[src/sv/vwh_pkg.sv]
// Shared types and constants for the vertex weld hash table.
// Holds field widths, status and register codes, and the sequencer states.
// No dependencies.
package vwh_pkg;

    localparam int COORD_W     = 21;
    localparam int POINT_W     = 3 * COORD_W;
    localparam int OUT_IDX_W   = 12;
    localparam int STAT_W      = 2;
    localparam int SNAP_TOL_W  = 8;
    localparam int MATCH_TOL_W = 16;
    localparam int CFG_IDX_W   = 1;
    localparam int CFG_DATA_W  = 16;
    localparam int S_TDATA_W   = 64;
    localparam int M_TDATA_W   = 16;
    localparam int CELL_W      = 7;
    localparam int GRID_OFFSET = 4096;
    localparam int GRID_SHIFT  = 7;
    localparam int SNAP_HALF   = 128;

    typedef enum logic [CFG_IDX_W-1:0] {
        REG_SNAP_TOL  = 1'b0,
        REG_MATCH_TOL = 1'b1
    } t_cfg_reg;

    typedef enum logic [STAT_W-1:0] {
        STAT_MATCH  = 2'd0,
        STAT_INSERT = 2'd1,
        STAT_GRID   = 2'd2,
        STAT_FULL   = 2'd3
    } t_status;

    typedef enum logic [3:0] {
        ST_CLEAR,
        ST_IDLE,
        ST_SNAP,
        ST_GRID,
        ST_HEAD_RD,
        ST_HEAD,
        ST_FETCH,
        ST_CMP,
        ST_INSERT,
        ST_OUT
    } t_state;

    typedef struct packed {
        logic head_we;
        logic entry_we;
    } t_store_ctl;

endpackage

[src/sv/vwh_match_unit.sv]
// Compare unit: checks a stored vertex against the snapped point on all
// three axes against the match tolerance. Depends on vwh_pkg.
module vwh_match_unit (
    input  logic [vwh_pkg::POINT_W-1:0]     i_point,
    input  logic [vwh_pkg::POINT_W-1:0]     i_stored,
    input  logic [vwh_pkg::MATCH_TOL_W-1:0] i_match_tol,
    output logic                            o_match
);
    import vwh_pkg::*;

    logic signed [COORD_W:0] diff [3];
    logic        [COORD_W:0] mag  [3];
    logic        [2:0]       near;

    always_comb begin
        for (int k = 0; k < 3; k++) begin
            diff[k] = {i_point[k*COORD_W + COORD_W-1], i_point[k*COORD_W +: COORD_W]}
                    - {i_stored[k*COORD_W + COORD_W-1], i_stored[k*COORD_W +: COORD_W]};
            mag[k]  = diff[k][COORD_W] ? (COORD_W+1)'(-diff[k]) : (COORD_W+1)'(diff[k]);
            near[k] = mag[k] < (COORD_W+1)'(i_match_tol);
        end
        o_match = &near;
    end

endmodule

[config.mk]
export PLATFORM = sky130hd
export DESIGN_NAME = vwh_match_unit
export DESIGN_NICKNAME = d
export VERILOG_FILES = /design/src/sv/vwh_pkg.sv /design/src/sv/vwh_match_unit.sv
export SDC_FILE = /design/constraint.sdc
export NUM_CORES = 1
export LEC_CHECK = 0
export BUFFER_PORTS_ARGS = -buffer_cell sky130_fd_sc_hd__buf_2
export CORE_MARGIN = 3
export CORE_UTILIZATION = 55
export DETAILED_ROUTE_END_ITERATION = 10
export GPL_TIMING_DRIVEN = 0
export PLACE_DENSITY = 0.88
export SYNTH_ARGS = -nofsm -noshare
export SYNTH_HDL_FRONTEND = slang
export SYNTH_SLANG_ARGS = --single-unit
[constraint.sdc]
create_clock -name vclk -period 6
set_input_delay 0.3 -clock vclk [all_inputs]
set_output_delay 0.3 -clock vclk [all_outputs]
set_load 0.05 [all_outputs]
# --- Yosys cells after proc, flatten, opt, wreduce, memory -nomap -nowiden ---
# Cells that the tools add are included.
# W data, S select, Z words.
classes:
  order_cmp: 3
  mux: 3
  bitwise: 0
  n_shift: 0
  n_addsub: 6
  n_reduce_logical: 1
  eq_ne: 0
  div_mod_pow: 0
  mul: 0
ops:
  columns: ["operator", "n"]
  rows:
  - ["$lt A22 B16 Y1", 3]
  - ["$mux W22", 3]
  - ["$neg A22 Y22", 3]
  - ["$sub A21 B21 Y22", 3]
  - ["$reduce_and A3 Y1", 1]
totals:
  input_bits: 142
  latchBits: 0
  mem_bits_ro: 0
  elab_cells: 13
  output_inout_bits: 1
  ramBits: 0
  n_memories: 0
  reg_bits: 0

# --- Depth between registers and ports, before layout ---
logic_depth:
  word_depth: 5
  depth_mapped: 25
  depth_no_buf: 23

# --- Worst setup path after synthesis ---
# No wires, ideal clock.
synth_path:
  path_type: "input -> output"
  start: "in i_stored[14] (netlist name)"
  end: "out o_match"
  path_stages: 22
  t_arrival_ns: 6.031
  path_buffers: 1
  path_slack_ns: -0.331
  required_ns: 5.700
  cell_sequence: "inv_1 ha_1 a21oi_1 o21ai_0 a21o_1 a21oi_1 or3b_2 o211ai_1 clkbuf_1 nor2_1 xnor2_1 ha_1 o21ai_0 o21bai_1 a211o_1 a211oi_1 nor2_1 a2111oi_0 and4_1 nand3_1 or4_2 nor4_1"
synth_via:
  elab_chain_cells: 5
synth_rtl:
  columns: ["item", "line_no", "source"]
  rows:
  - ["start, declared", "vwh_match_unit.sv:5", "input logic [vwh_pkg::POINT_W-1:0] i_stored,"]
  - ["$sub A21 B21 Y22 (*)", "vwh_match_unit.sv:18", "- {i_stored[k*COORD_W + COORD_W-1], i_stored[k*COORD_W +: COORD_W]};"]
  - ["$neg A22 Y22", "vwh_match_unit.sv:19", "mag[k] = diff[k][COORD_W] ? (COORD_W+1)'(-diff[k]) : (COORD_W+1)'(diff[k]);"]
  - ["$mux W22 (*)", "vwh_match_unit.sv:19", null]
  - ["$lt A22 B16 Y1 (*)", "vwh_match_unit.sv:20", "near[k] = mag[k] < (COORD_W+1)'(i_match_tol);"]
  - ["$reduce_and A3 Y1 (*)", "vwh_match_unit.sv:22", "o_match = &near;"]
  - ["end, declared", "vwh_match_unit.sv:7", "output logic o_match"]
# Mark *: on every way between the ends. The rest lies on a longest branch, timed or not.

# --- Worst setup path after layout ---
layout_path:
  start: "in i_point[42] (netlist name)"
  end: "out o_match"
layout_via:
  elab_chain_cells: 5
layout_rtl:
  columns: ["item", "line_no", "source"]
  rows:
  - ["start, declared", "vwh_match_unit.sv:4", "input logic [vwh_pkg::POINT_W-1:0] i_point,"]
  - ["$sub A21 B21 Y22 (*)", "vwh_match_unit.sv:18", null]
  - ["$neg A22 Y22", "vwh_match_unit.sv:19", null]
  - ["$mux W22 (*)", "vwh_match_unit.sv:19", null]
  - ["$lt A22 B16 Y1 (*)", "vwh_match_unit.sv:20", null]
  - ["$reduce_and A3 Y1 (*)", "vwh_match_unit.sv:22", null]
# Marked as above.

==> results.json <==
{
  "worstMarginPinSlew_ns": 0.601,
  "tns_ns": 0,
  "cp-start-kind": "input pin",
  "clkPwrFrac_pct": 0,
  "final_nets": 1283,
  "p_sw_uw": 554,
  "power.leakage_nw": 3.56,
  "grtUsageTotal_pct": 23.0,
  "postPlaceCellArea_um2": 7110,
  "die_w_um": 112,
  "final_core_util_pct": 65.6,
  "drc": 0,
  "syn_area_um2": 6210,
  "min-delay-path-class": "in2out",
  "clock_buffers": 0,
  "grt_pass1_vias": 6285,
  "worstPathRequired_ns": 5.70,
  "synth_commonest_cells": "ha_1, inv_1, a21oi_1",
  "wl_per_cell_um": 13.3,
  "drtAntennaViolNets": 0,
  "grt_pass1_wl_mm": 26.3,
  "overflow": 0,
  "grt_start_max_net_pins": 11,
  "arrival_ns": 5.36,
  "syn-instance-count": 884,
  "min_to": "o_match",
  "p_int_uw": 444,
  "criticalPathCategory": "in2out",
  "wl_mm": 15.5,
  "die_h_um": 112,
  "hold_start": "i_point[20]",
  "comb_power_share_pct": 100.0,
  "vias": 6878,
  "fp-row-count": 38,
  "synthTopCellsByArea": "ha_1, xnor2_1, a21oi_1",
  "drv_cap": 0,
  "drt_iter0_markers": 411,
  "hold_depth": 6,
  "fmax_mhz": 177,
  "ctsHoldBuffers": 0,
  "synth_most_common_cell": "ha_1",
  "slew_headroom_pct": 59.7,
  "cp_max_fo": 6,
  "min_period_over_period_pct": 94.3,
  "portBuffers": 143,
  "p_sw_share_pct": 55.5,
  "hold_viol": 0,
  "ir_drop_uv": 69.4,
  "core-area_um2": 10900,
  "seq_cells": 0,
  "place.gp.congestion": 0.920,
  "seq_area_um2": 0,
  "yosys_warnings": 0,
  "power.density_nw_per_um2": 139,
  "yosys.cell_types.count": 88,
  "floorplan.initialDensity_pct": 56.8,
  "syn-num-nets": 1140,
  "fin_area_um2": 7180,
  "drv_slew": 0,
  "area_growth_pct": 15.6,
  "period_minus_slack_ns": 5.66,
  "status": "completed",
  "num_io_pins": 143,
  "crit_path_end_kind": "primary output",
  "drt-pass1-iter-count": 5,
  "via_per_inst": 5.90,
  "dp_hpwl_mm": 13.1,
  "drive_gt1_share_pct": 20.2,
  "rsz0062_at_grt": "no",
  "n_antenna_cell": 0,
  "p_seq_share_pct": 0,
  "antenna_found_initial": 0,
  "ys_seq_area_share_pct": 0,
  "nFillCells": 1005,
  "synth_top_area_cell": "ha_1",
  "synth.avg_cell_area_um2": 7.02,
  "finalSetupViolCount": 0,
  "synth_top_area_share_pct": 22.4,
  "design.die.area_um2": 12600
}
-- area by class of cell --
class              count  area, um^2  share of cell area (%)
well taps            140         175                    2.44
multi-input cells    770        5810                    80.9
plain buffers         21         126                    1.76
inverters             90         338                    4.71
repair buffers       144         729                    10.2
-- power by group through the flow --
| stage | combinational [mW] | clock [mW] | sequential [mW] |
|---|---|---|---|
| 3_5_place_dp | 0.966 | 0 | 0 |
| 6_report | 0.999 | 0 | 0 |
| 5_1_grt | 1.13 | 0 | 0 |
| 3_3_place_gp | 0.941 | 0 | 0 |
| 4_1_cts | 0.976 | 0 | 0 |
| 2_1_floorplan | 0.760 | 0 | 0 |
-- how the worst max path moves through the flow --
stage,start,endpoint,slack [ns],cells past startpoint
floorplan,i_stored[14],o_match,0.25,22
global placement,i_stored[9],o_match,-0.11,24
detailed placement,i_stored[5],o_match,-0.18,24
CTS,i_point[27],o_match,0.01,25
global route,i_stored[3],o_match,0.01,23
finish,i_point[42],o_match,0.34,22
-- critical path: stages --
cell and delay [ns]:
buf_2 0.08, inv_1 0.03, ha_1 0.21, fa_1 0.39
nand2b_1 0.23, a211oi_2 0.32, o211a_4 0.26, or3b_1 0.11
o31ai_1 0.06, a2111o_1 0.42, or2_1 0.28, o41ai_1 0.31
xnor2_1 0.20, ha_1 0.28, nand4_1 0.07, a2111oi_0 0.08
a2111oi_0 0.33, and4_1 0.26, nand3_1 0.11, or4_4 0.58
nor4_4 0.22, buf_6 0.21
-- cell usage in the layout (no fill, tap or decap), types with 8 or more instances in the layout --
| master | synthesis | final |
|---|---|---|
| nand3_1 | 22 | 22 |
| nor2_1 | 52 | 52 |
| and2_1 | 11 | 10 |
| nor2b_1 | 11 | 11 |
| xnor2_1 | 55 | 55 |
| and3_1 | 13 | 12 |
| nand2_1 | 68 | 68 |
| a211oi_1 | 15 | 13 |
| nand2b_1 | 13 | 13 |
| clkbuf_1 | 18 | 12 |
| inv_1 | 90 | 90 |
| o211ai_1 | 13 | 13 |
| o21ai_0 | 47 | 43 |
| o21a_1 | 11 | 11 |
| buf_2 | 0 | 143 |
| ha_1 | 111 | 108 |
| a31oi_1 | 20 | 20 |
| xor2_1 | 35 | 35 |
| o31ai_1 | 10 | 9 |
| a21o_1 | 24 | 24 |
| nor3_1 | 18 | 17 |
| nand4_1 | 12 | 12 |
| a21oi_1 | 70 | 66 |
| a31o_2 | 8 | 8 |
-- per-layer routing --
metal / vias to the layer above / wire length (um) / global-route usage (%)
met5: - / 0 / 0
met4: 0 / 196 / 3.37
met3: 22 / 828 / 1.35
met2: 209 / 7340 / 41.9
met1: 3087 / 7100 / 30.5
li1: 3560 / - / -
-- what timing repair did --
| item | in CTS | in global routing |
|---|---|---|
| gates resized for setup | 5 | 22 |
| endpoints found under the setup margin | 1 | 1 |
| buffers inserted | 1 | 0 |
| cloned | 0 | 0 |
| pin swaps | 1 | 1 |
-- stage by stage --
step	hold WS (ns)	worst slack, ns	total power [mW]	std cells
6_report	1.47	0.340	0.999	1165
5_1_grt	1.52	0.00980	1.13	1165
4_1_cts	1.45	0.0149	0.976	1168
3_5_place_dp	1.47	-0.181	0.966	1167
3_3_place_gp	1.46	-0.110	0.941	1167
2_1_floorplan	1.15	0.247	0.760	884
-- cell families after synthesis --
logic type	synth area share [%]
buffers and inverters	7.60
AOI/OAI and AO/OA	32.2
muxes	1.31
and+or+nand+nor	22.8
xor gates and xnor gates	12.7
adders and majority gates	23.3
Note: power is estimated with default switching activity, not from simulation.
