## config.mk

```make
export PLATFORM = sky130hd
export DESIGN_NAME = vwh_snap_unit
export DESIGN_NICKNAME = d
export VERILOG_FILES = /design/src/sv/vwh_pkg.sv /design/src/sv/vwh_snap_unit.sv
export SDC_FILE = /design/constraint.sdc
export NUM_CORES = 1
export LEC_CHECK = 0
export CORE_ASPECT_RATIO = 0.7
export CORE_MARGIN = 10
export CORE_UTILIZATION = 50
export DETAILED_ROUTE_END_ITERATION = 12
export DONT_BUFFER_PORTS = 1
export PLACE_DENSITY = 0.73
export RECOVER_POWER = 25
export SETUP_SLACK_MARGIN = 0.1
export SLEW_MARGIN = 20
export SYNTH_ARGS = -nofsm -noshare
export SYNTH_HDL_FRONTEND = slang
export SYNTH_SLANG_ARGS = --single-unit
```

## constraint.sdc

```tcl
create_clock -name vclk -period 13.35
set_clock_uncertainty 0.1 [all_clocks]
set_input_delay 2.67 -clock vclk [all_inputs]
set_output_delay 2.67 -clock vclk [all_outputs]
set_load 0.01 [all_outputs]
```

## src/sv/vwh_pkg.sv

```systemverilog
// Shared types and constants for the vertex weld hash table.
// Holds field widths, status and register codes, and the sequencer states.
// No dependencies.
package vwh_pkg;

    localparam int COORD_W     = 21;
    localparam int POINT_W     = 3 * COORD_W;
    localparam int OUT_IDX_W   = 12;
    localparam int STAT_W      = 2;
    localparam int SNAP_TOL_W  = 8;
    localparam int MATCH_TOL_W = 16;
    localparam int CFG_IDX_W   = 1;
    localparam int CFG_DATA_W  = 16;
    localparam int S_TDATA_W   = 64;
    localparam int M_TDATA_W   = 16;
    localparam int CELL_W      = 7;
    localparam int GRID_OFFSET = 4096;
    localparam int GRID_SHIFT  = 7;
    localparam int SNAP_HALF   = 128;

    typedef enum logic [CFG_IDX_W-1:0] {
        REG_SNAP_TOL  = 1'b0,
        REG_MATCH_TOL = 1'b1
    } t_cfg_reg;

    typedef enum logic [STAT_W-1:0] {
        STAT_MATCH  = 2'd0,
        STAT_INSERT = 2'd1,
        STAT_GRID   = 2'd2,
        STAT_FULL   = 2'd3
    } t_status;

    typedef enum logic [3:0] {
        ST_CLEAR,
        ST_IDLE,
        ST_SNAP,
        ST_GRID,
        ST_HEAD_RD,
        ST_HEAD,
        ST_FETCH,
        ST_CMP,
        ST_INSERT,
        ST_OUT
    } t_state;

    typedef struct packed {
        logic head_we;
        logic entry_we;
    } t_store_ctl;

endpackage

```

## src/sv/vwh_snap_unit.sv

```systemverilog
// Shared snap unit: rounds one coordinate to an integer within tolerance,
// saturates, and derives its grid cell. Used once per coordinate in turn.
// Depends on vwh_pkg.
module vwh_snap_unit (
    input  logic signed [vwh_pkg::COORD_W-1:0]    i_coord,
    input  logic        [vwh_pkg::SNAP_TOL_W-1:0] i_snap_tol,
    output logic signed [vwh_pkg::COORD_W-1:0]    o_snapped,
    output logic        [vwh_pkg::CELL_W-1:0]     o_cell
);
    import vwh_pkg::*;

    logic signed [COORD_W:0]   v_ext;
    logic signed [COORD_W:0]   a;
    logic signed [COORD_W:0]   f;
    logic signed [COORD_W:0]   d;
    logic        [8:0]         ad;
    logic signed [COORD_W:0]   sv;
    logic signed [COORD_W:0]   a2;
    logic signed [COORD_W:0]   a2_adj;
    logic signed [14:0]        g;

    always_comb begin
        v_ext = {i_coord[COORD_W-1], i_coord};
        a     = v_ext + (COORD_W+1)'(SNAP_HALF);
        f     = {a[COORD_W:8], 8'd0};
        d     = v_ext - f;
        ad    = d[COORD_W] ? 9'(-d) : 9'(d);
        sv    = (ad < {1'b0, i_snap_tol}) ? f : v_ext;
        if (sv[COORD_W:COORD_W-1] == 2'b01) begin
            o_snapped = {1'b0, {(COORD_W-1){1'b1}}};
        end else begin
            o_snapped = sv[COORD_W-1:0];
        end
        a2     = {o_snapped[COORD_W-1], o_snapped} + (COORD_W+1)'(SNAP_HALF);
        a2_adj = a2[COORD_W] ? a2 + (COORD_W+1)'(255) : a2;
        g      = 15'(GRID_OFFSET) + 15'(a2_adj >>> 8);
        o_cell = g[GRID_SHIFT +: CELL_W];
    end

endmodule

```

* Word-level counts from Yosys, hierarchy flattened
Cells that the tools add are included.
** Word-level totals
- Flip-flop bits (word level) :: 0
- Input port bits :: 29
- Output and inout port bits :: 28
- Word-level logic and storage cells :: 12
** Operators by class
- Add/sub/neg operators :: 6
- $lt $le $gt $ge :: 1
- Equality and inequality tests :: 1
- Mux-type cells :: 4
** Operators by type and width (count)
- $add 21x9->22 const B :: 2
- $mux 22 :: 2
- $add 22x9->22 const B :: 1
- $sub 21x22->22 :: 1
- $mux 21 :: 1
- $add 14x14->14 const A :: 1
- $lt 9x8->1 :: 1
- $mux 9 :: 1
- $neg 9->9 :: 1
- $eq 2x1->1 const B :: 1

* Longest topological paths before layout
Gate-level depths: netlist (run 1).
- Depth in word-level cells :: 12
- Mapped depth :: 34
- Depth with buffers taken out :: 32

* Worst setup path after synthesis (run 1)
No wires, ideal clock.
- Path kind :: input to output
- Start :: in i_coord[7] (netlist bit)
- End :: out o_cell[6] (netlist bit)
- Arrival :: 8.577 ns
- Setup slack :: 2.003 ns
- Stages on the path :: 30
- Buffers on the path :: 2
- Cell sequence :: ha_1 > nand3_1 > nor2_1 > ha_1 > xor2_1 > a211oi_1 > a311oi_1 > a41oi_1 > o21ai_0 > nand3_1 > a21oi_1 > xor2_1 > a21oi_1 > xnor2_1 > ha_1 > a2111oi_0 > o21ai_0 > o21ai_0 > o21a_2 > buf_6 > clkbuf_1 > nor2_1 > nor2_1 > ha_1 > inv_1 > or4_1 > and3b_1 > o2111ai_1 > a21o_1 > a211oi_2
** On the way
- Word-level cells in the longest chain between the ends :: 12
** RTL lines
- start, declared :: RTL line vwh_snap_unit.sv:5 : input logic signed [vwh_pkg::COORD_W-1:0] i_coord,
- $add 21x9->22 :: RTL line vwh_snap_unit.sv:24 : a = v_ext + (COORD_W+1)'(SNAP_HALF);
- $sub 21x22->22 :: RTL line vwh_snap_unit.sv:26 : d = v_ext - f;
- $neg 9->9 :: RTL line vwh_snap_unit.sv:27 : ad = d[COORD_W] ? 9'(-d) : 9'(d);
- $mux 9 :: RTL line vwh_snap_unit.sv:27
- $lt 9x8->1 :: RTL line vwh_snap_unit.sv:28 : sv = (ad < {1'b0, i_snap_tol}) ? f : v_ext;
- $mux 22 (*) :: RTL line vwh_snap_unit.sv:28
- $eq 2x1->1 :: RTL line vwh_snap_unit.sv:29 : if (sv[COORD_W:COORD_W-1] == 2'b01) begin
- $mux 21 (*) :: RTL line vwh_snap_unit.sv:29
- net o_snapped (one bit) :: RTL line vwh_snap_unit.sv:7 : output logic signed [vwh_pkg::COORD_W-1:0] o_snapped,
- $add 21x9->22 (*) :: RTL line vwh_snap_unit.sv:34 : a2 = {o_snapped[COORD_W-1], o_snapped} + (COORD_W+1)'(SNAP_HALF);
- $add 22x9->22 :: RTL line vwh_snap_unit.sv:35 : a2_adj = a2[COORD_W] ? a2 + (COORD_W+1)'(255) : a2;
- $mux 22 (*) :: RTL line vwh_snap_unit.sv:35
- $add 14x14->14 (*) :: RTL line vwh_snap_unit.sv:36 : g = 15'(GRID_OFFSET) + 15'(a2_adj >>> 8);
- end, declared :: RTL line vwh_snap_unit.sv:8 : output logic [vwh_pkg::CELL_W-1:0] o_cell
Mark *: on every way through the listed nets, which the timed path passes. The rest lies on a longest branch.

* Worst setup path after layout (run 1)
Same ends and word-level chain as after synthesis.

==> results of run 1 <==
## cell type report
type | count | area [µm²] | area share, %
Inverter | 24 | 90.1 | 5.06
Multi-Input combinational cell | 238 | 1620 | 91.0
Tap cell | 50 | 62.6 | 3.51
Timing Repair Buffer | 1 | 7.51 | 0.422
## final timing paths
path / from / to / slack (ns) / depth (start not counted)
worst min-delay path: i_coord[12] / o_snapped[12] / 5.36 / 1
worst max-delay path: i_coord[7] / o_cell[6] / 1.26 / 29
## metal layers
metal | GRT usage, % | vias up | part of all wire, %
li1 | - | 977 | -
met2 | 24.8 | 101 | 45
met3 | 2.99 | 2 | 10
met5 | 0 | - | 0
met4 | 0.853 | 0 | 0.31
met1 | 22.4 | 895 | 44
## logic make-up after synthesis
group	Yosys count	synth area share, %
compound gates	74	29.3
xor+xnor	23	11.1
fa+ha+maj	19	13.1
buf+inv	37	9.20
mux	7	4.29
simple gates	115	32.9
## critical path, delay by kind of cell
family	cells	cell delay, ns
AOI/OAI and AO/OA	14	2.90
xor gates and xnor gates	2	0.70
adders and majority gates	4	0.98
buffers and inverters	1	0.09
muxes	1	0.40
and+or+nand+nor	7	1.56
## report_power, final
| part | total (mW) | internal (mW) | leakage (nW) | switching [mW] |
|---|---|---|---|---|
| clock | 0 | 0 | 0 | 0 |
| sequential | 0 | 0 | 0 | 0 |
| combinational | 0.0775 | 0.0261 | 0.766 | 0.0514 |
## metrics by stage
stage	std cells	total power [mW]	cell area [µm²]
after floorplan	275	0.0683	1810
after global placement	313	0.0785	1800
after global routing	313	0.0880	1780
after CTS	313	0.0796	1800
after detailed placement	313	0.0794	1800
final	313	0.0775	1780
## cell usage in the layout (no fill, tap or decap), types with 3 or more instances in the layout
cell type | Yosys | layout
nor2_1 | 32 | 32
nand2_1 | 24 | 24
inv_1 | 23 | 23
ha_1 | 19 | 19
o21ai_0 | 15 | 15
a21oi_1 | 14 | 14
xor2_1 | 13 | 13
nand3_1 | 12 | 12
xnor2_1 | 10 | 10
nor3_1 | 9 | 9
and3_1 | 6 | 6
a31oi_1 | 6 | 6
and2_1 | 5 | 5
nor2b_1 | 5 | 5
and4_1 | 4 | 4
nand4_1 | 4 | 4
mux2i_1 | 4 | 4
o22ai_1 | 3 | 4
nand2b_1 | 3 | 3
a211oi_1 | 3 | 3
or3_1 | 3 | 3
a21o_1 | 3 | 3
o21a_1 | 2 | 3
o211ai_1 | 2 | 3
==> flow_summary.toml, run 1 <==
[sta]
max_freq_mhz = 82.7
fin_crit_sh_pct = 90.5
setup_viol = 0
rsz0062_at_grt = "false"
worst_slew_pin_slew_ns = 0.682
maxSlewViolCount = 0
slew_headroom_pct = 53.2
whs_ns = 5.36
setup_slack_ns = 1.26
hold_viol_final = 0
tns_ns = 0
fin_crit_ns = 12.09

[worst_setup_path]
crit_path_max_incr_delay_ns = 0.67
crit_fanout = 20
start_kind = "input pin"
crit_required_ns = 10.58
cp.arrival_ns = 9.32
cp-end-kind = "primary output"
cp_slowest_cell = "o21a_1"
critPathKind = "in -> out"

[placed_design]
dpl_worst_slack_ns = 1.40
routabilityCongestion = 0.920
io_buffers = 0
place_hpwl_um = 4440

[synthesis]
synth_most_common_cell = "nor2_1"
syn_avg_cell_area_um2 = 6.57
yosysSeqAreaShare_pct = 0
synthDistinctLibCells = 61
synth.cell_area_um2 = 1810
synth_top_area_share_pct = 13.1
syn-num-nets = 323
synth_cells = 275
yosys_warnings = 0
synthTopCellsByCount = "nor2_1, nand2_1, inv_1"
yosys.area.top_type = "ha_1"
synth_area_leaders = "ha_1, nor2_1, xor2_1, nand2_1, xnor2_1"

[clocking]
postCtsSetupBuffers = 0
cts_hold_buf = 0
ctsResizeCount = 0

[cells_and_area]
final_nets = 313
fill_cells = 348
fin_util_pct = 51.0
drive_above_1_share_pct = 4.94
area_growth_pct = -1.52
seq_cells = 0
regArea_um2 = 0
diodes = 0
n_clock_buffer = 0

[pwr]
ir_drop_uv = 30.7
power.leakage_nw = 0.766
p_per_area_nw_per_um2 = 43.5

[min_path]
hp-class = "in -> out"

[drt]
ant_nets = 0
firstDrtPassIters = 5
drt-total-wl_um = 5440
drcViolationCount = 0
first_iter_violations = 192
dr_total_vias = 1975
post_drt_wl_per_cell_um = 17.4
vias_per_cell = 6.31

[global_route]
grt_pass1_vias = 1804
antenna_found_initial = 0
grt_overflow = 0
track_usage_pct = 15.8
grt_max_degree = 21
grt_pass1_wl_um = 9030

[floorplanning]
die_h_um = 70.3
chipWidth_um = 91.9
start_util_pct = 51.8
core_um2 = 3490
die_area_um2 = 6460
rows = 18
io_pins = 57

[run]
cap_viol_max_count = 0

[run_status]
status = "complete, no violations"
(Power assumes the default switching activity.)
==> inputs of run 2 (changes only) <==
Settings changed: CORE_UTILIZATION 50 to 30, PLACE_DENSITY 0.73 to 0.52.
==> run 2 against run 1 <==
Die area grew 48%. Highest routed layer unchanged. Sequential cell count is the same. Final cell count grew 8.0%. Non-clock buffer count is the same. Setup slack lost 0.13 ns.
==> flow_summary.toml, run 2 (synthesis results as in run 1) <==
[floorplanning]
chipWidth_um = 113
die_h_um = 85.0
die_area_um2 = 9580
core_um2 = 5780
io_pins = 57
start_util_pct = 31.3
rows = 23

[placed_design]
place_hpwl_um = 5030
io_buffers = 0
dpl_worst_slack_ns = 1.24
placed_area_um2 = 1830
dp.cells = 338
routabilityCongestion = 0.891

[worst_setup_path]
start_kind = "input pin"
cp.arrival_ns = 9.45
crit_top_cell = "ha_1"
cp_slowest_cell = "o21a_1"
cp-end-kind = "primary output"
critical_path.top_delay_family = "compound AO/OA/AOI/OAI gates"
path_buf_inv = 1
critPathKind = "in -> out"
crit_required_ns = 10.58
crit_fanout = 20
crit_path_max_incr_delay_ns = 0.68

[pwr]
p_per_area_nw_per_um2 = 43.4
power.leakage_nw = 0.766
power_frac_seq_pct = 0
internal_power_uw = 26.0
sw_frac_of_total_pct = 66.9
power.total_uw = 78.6
clkPwrFrac_pct = 0
ir_drop_uv = 16.2
power_frac_comb_pct = 100.0
p_sw_uw = 52.6

[sta]
fin_crit_sh_pct = 91.5
setup_viol = 0
fin_crit_ns = 12.22
rsz0062_at_grt = "false"
hold_viol_final = 0
tns_ns = 0
slew_headroom_pct = 49.6
maxSlewViolCount = 0
setup_slack_ns = 1.13
max_freq_mhz = 81.8
whs_ns = 5.36
worst_slew_pin_slew_ns = 0.755

[cells_and_area]
diodes = 0
seq_cells = 0
fin_area_um2 = 1810
final_cells = 338
n_clock_buffer = 0
area_growth_pct = 0.208
drive_above_1_share_pct = 4.94
final_nets = 313
regArea_um2 = 0
fin_util_pct = 31.3
final_cell_mix = "nor2_1, nand2_1, inv_1"
mostFrequentLayoutCell = "nor2_1"

[run_status]
status = "complete, no violations"

[drt]
first_iter_violations = 190
post_drt_wl_per_cell_um = 18.2
vias_per_cell = 5.64
drt-total-wl_um = 6140
firstDrtPassIters = 4
drcViolationCount = 0
dr_total_vias = 1906
ant_nets = 0

[clocking]
cts_hold_buf = 0
ctsResizeCount = 0
postCtsSetupBuffers = 0

[min_path]
hp-class = "in -> out"

[global_route]
antenna_found_initial = 0
grt_pass1_wl_um = 10000
grt_pass1_vias = 1799
track_usage_pct = 11.9
grt_max_degree = 21
grt_overflow = 0

[run]
cap_viol_max_count = 0
==> run 2: metal layers <==
layer	wire [µm]	track usage, %	up-vias	part of all wire (%)
met5	0	0	-	0
met4	21	0	0	0.34
met3	472	2.81	2	7.7
met2	2690	18.5	45	44
met1	2960	17.1	871	48
li1	-	-	988	-
==> run 2: cell type report <==
cell class	count	area [µm²]
inverters	24	90.1
well taps	75	93.8
repair buffers	1	7.51
multi-input cells	238	1620
fillers	643	3970
==> run 2: path summary, 6_finish.rpt <==
path / slack (ns) / from / depth (start not counted) / endpoint
worst max-delay path: 1.13 / i_coord[7] / 28 / o_cell[6]
worst min-delay path: 5.36 / i_coord[12] / 1 / o_snapped[12]
==> run 2: power groups by stage <==
stage	combinational (mW)	clock (mW)	sequential (mW)
floorplan	0.0683	0	0
global placement	0.0811	0	0
CTS	0.0815	0	0
finish	0.0786	0	0
detailed placement	0.0811	0	0
global route	0.0893	0	0
==> inputs of run 3 (changes only) <==
Settings changed: MAX_ROUTING_LAYER from default to met4.
==> run 3 against run 2 <==
Global-route usage hardly changed. Via count rose by 1.5%. Worst hold slack got worse by 0.0034 ns. Highest routed layer unchanged. Combinational power grew 0.5%. Sequential cell count unchanged. Critical path depth stayed put. Largest cell class unchanged. Clock-buffer cell count is the same. Core utilization unchanged. Setup slack worse by 0.058 ns. Sequential share of layout area unchanged. Maximum frequency fell by 0.47%.
==> flow_summary.toml, run 3 (synthesis results as in run 1) <==
[global_route]
grt_pass1_vias = 1802
grt_pass1_wl_um = 9670
gr-max-usage-layer = "met2"
grt_overflow = 0
gr-usage-met2_pct = 19.0
grt_max_degree = 21
gr-usage-met3_pct = 2.60
track_usage_pct = 11.9
antenna_found_initial = 0
grtUsageMet1_pct = 15.6

[clocking]
postCtsSetupBuffers = 0
cts_hold_buf = 0
ctsResizeCount = 0

[drt]
drt-total-wl_um = 6180
drcViolationCount = 0
firstDrtPassIters = 4
post_drt_wl_per_cell_um = 18.3
vias_per_cell = 5.72
ant_nets = 0
first_iter_violations = 116
dr_total_vias = 1934

[floorplanning]
chipWidth_um = 113
rows = 23
start_util_pct = 31.3
io_pins = 57
die_area_um2 = 9580
core_um2 = 5780
die_h_um = 85.0

[worst_setup_path]
crit_fanout = 20
cp-end-kind = "primary output"
critPathKind = "in -> out"
crit_start = "i_coord[7]"
cp.arrival_ns = 9.51
crit_required_ns = 10.58
worstSetupEndpoint = "o_cell[6]"
start_kind = "input pin"

[sta]
hold_viol_final = 0
maxSlewViolCount = 0
rsz0062_at_grt = "false"
slew_headroom_pct = 49.7
fin_crit_ns = 12.28
max_freq_mhz = 81.4
setup_viol = 0
fin_crit_sh_pct = 92.0
tns_ns = 0
worst_slew_pin_slew_ns = 0.754

[cells_and_area]
diodes = 0
regArea_um2 = 0
multiInputGateArea_um2 = 1620
mostFrequentLayoutCell = "nor2_1"
area_growth_pct = 0.208
fin_util_pct = 31.3
final_cell_mix = "nor2_1, nand2_1, inv_1"
final_nets = 313
drive_above_1_share_pct = 4.94
n_clock_buffer = 0
fill_cells = 628
seq_cells = 0

[run_status]
status = "complete, no violations"

[pwr]
ir_drop_uv = 17.9
power.total_uw = 79.0
p_per_area_nw_per_um2 = 43.6
power.leakage_nw = 0.766

[placed_design]
routabilityCongestion = 0.889
io_buffers = 0
place_hpwl_um = 5020

[min_path]
hp-class = "in -> out"

[run]
cap_viol_max_count = 0
[run 3: worst min path at each step]
stage                 from            end  slack (ns)  depth (start not counted)
6_report       i_coord[12]  o_snapped[12]        5.35                          1
5_1_grt        i_coord[14]  o_snapped[14]        5.37                          1
4_1_cts        i_coord[12]  o_snapped[12]        5.36                          1
3_5_place_dp   i_coord[12]  o_snapped[12]        5.36                          1
3_3_place_gp   i_coord[12]  o_snapped[12]        5.36                          1
2_1_floorplan  i_coord[13]  o_snapped[13]        5.35                          2
[run 3: worst max-delay path: stages]
cell and delay [ns]:
ha_1 0.19, nand3_1 0.14, nor2_1 0.07, ha_1 0.33
xor2_1 0.21, a211oi_1 0.08, a311oi_1 0.27, a41oi_1 0.11
o21ai_0 0.21, nand3_1 0.09, a21oi_1 0.20, xor2_1 0.57
a21oi_1 0.11, xnor2_1 0.21, ha_1 0.27, a2111oi_0 0.38
o21ai_0 0.13, o21ai_0 0.25, o21a_1 0.68, nor2_1 0.08
nor2_1 0.36, ha_1 0.27, inv_1 0.09, or4_1 0.54
and3b_1 0.27, o2111ai_1 0.16, a21o_1 0.23, a211oi_2 0.29
[run 3: through the flow]
stage               worst slack, ns  std cells  cell area (µm²)  hold WS [ns]
floorplan                      2.00        275             1810          5.35
global route                  0.304        338             1810          5.37
finish                         1.07        338             1810          5.35
detailed placement             1.23        338             1830          5.36
CTS                            1.20        338             1830          5.36
global placement               1.34        338             1830          5.36
[run 3: routing by layer]
layer / up-vias / part of all wire [%]
met5: - / 0
met1: 897 / 48
li1: 982 / -
met2: 53 / 44
met3: 2 / 7.1
met4: 0 / 0.26
[run 3: layout make-up]
| class | count | area share (%) |
|---|---|---|
| multi-input cells | 238 | 89.4 |
| well taps | 75 | 5.18 |
| inverters | 24 | 4.97 |
| repair buffers | 1 | 0.414 |
[run 3: report_power, final]
| group | switching (mW) | total (mW) | leakage [nW] | internal (mW) |
|---|---|---|---|---|
| clock network | 0 | 0 | 0 | 0 |
| registers | 0 | 0 | 0 | 0 |
| logic | 0.0530 | 0.0790 | 0.766 | 0.0260 |
| total | 0.0530 | 0.0790 | 0.766 | 0.0260 |
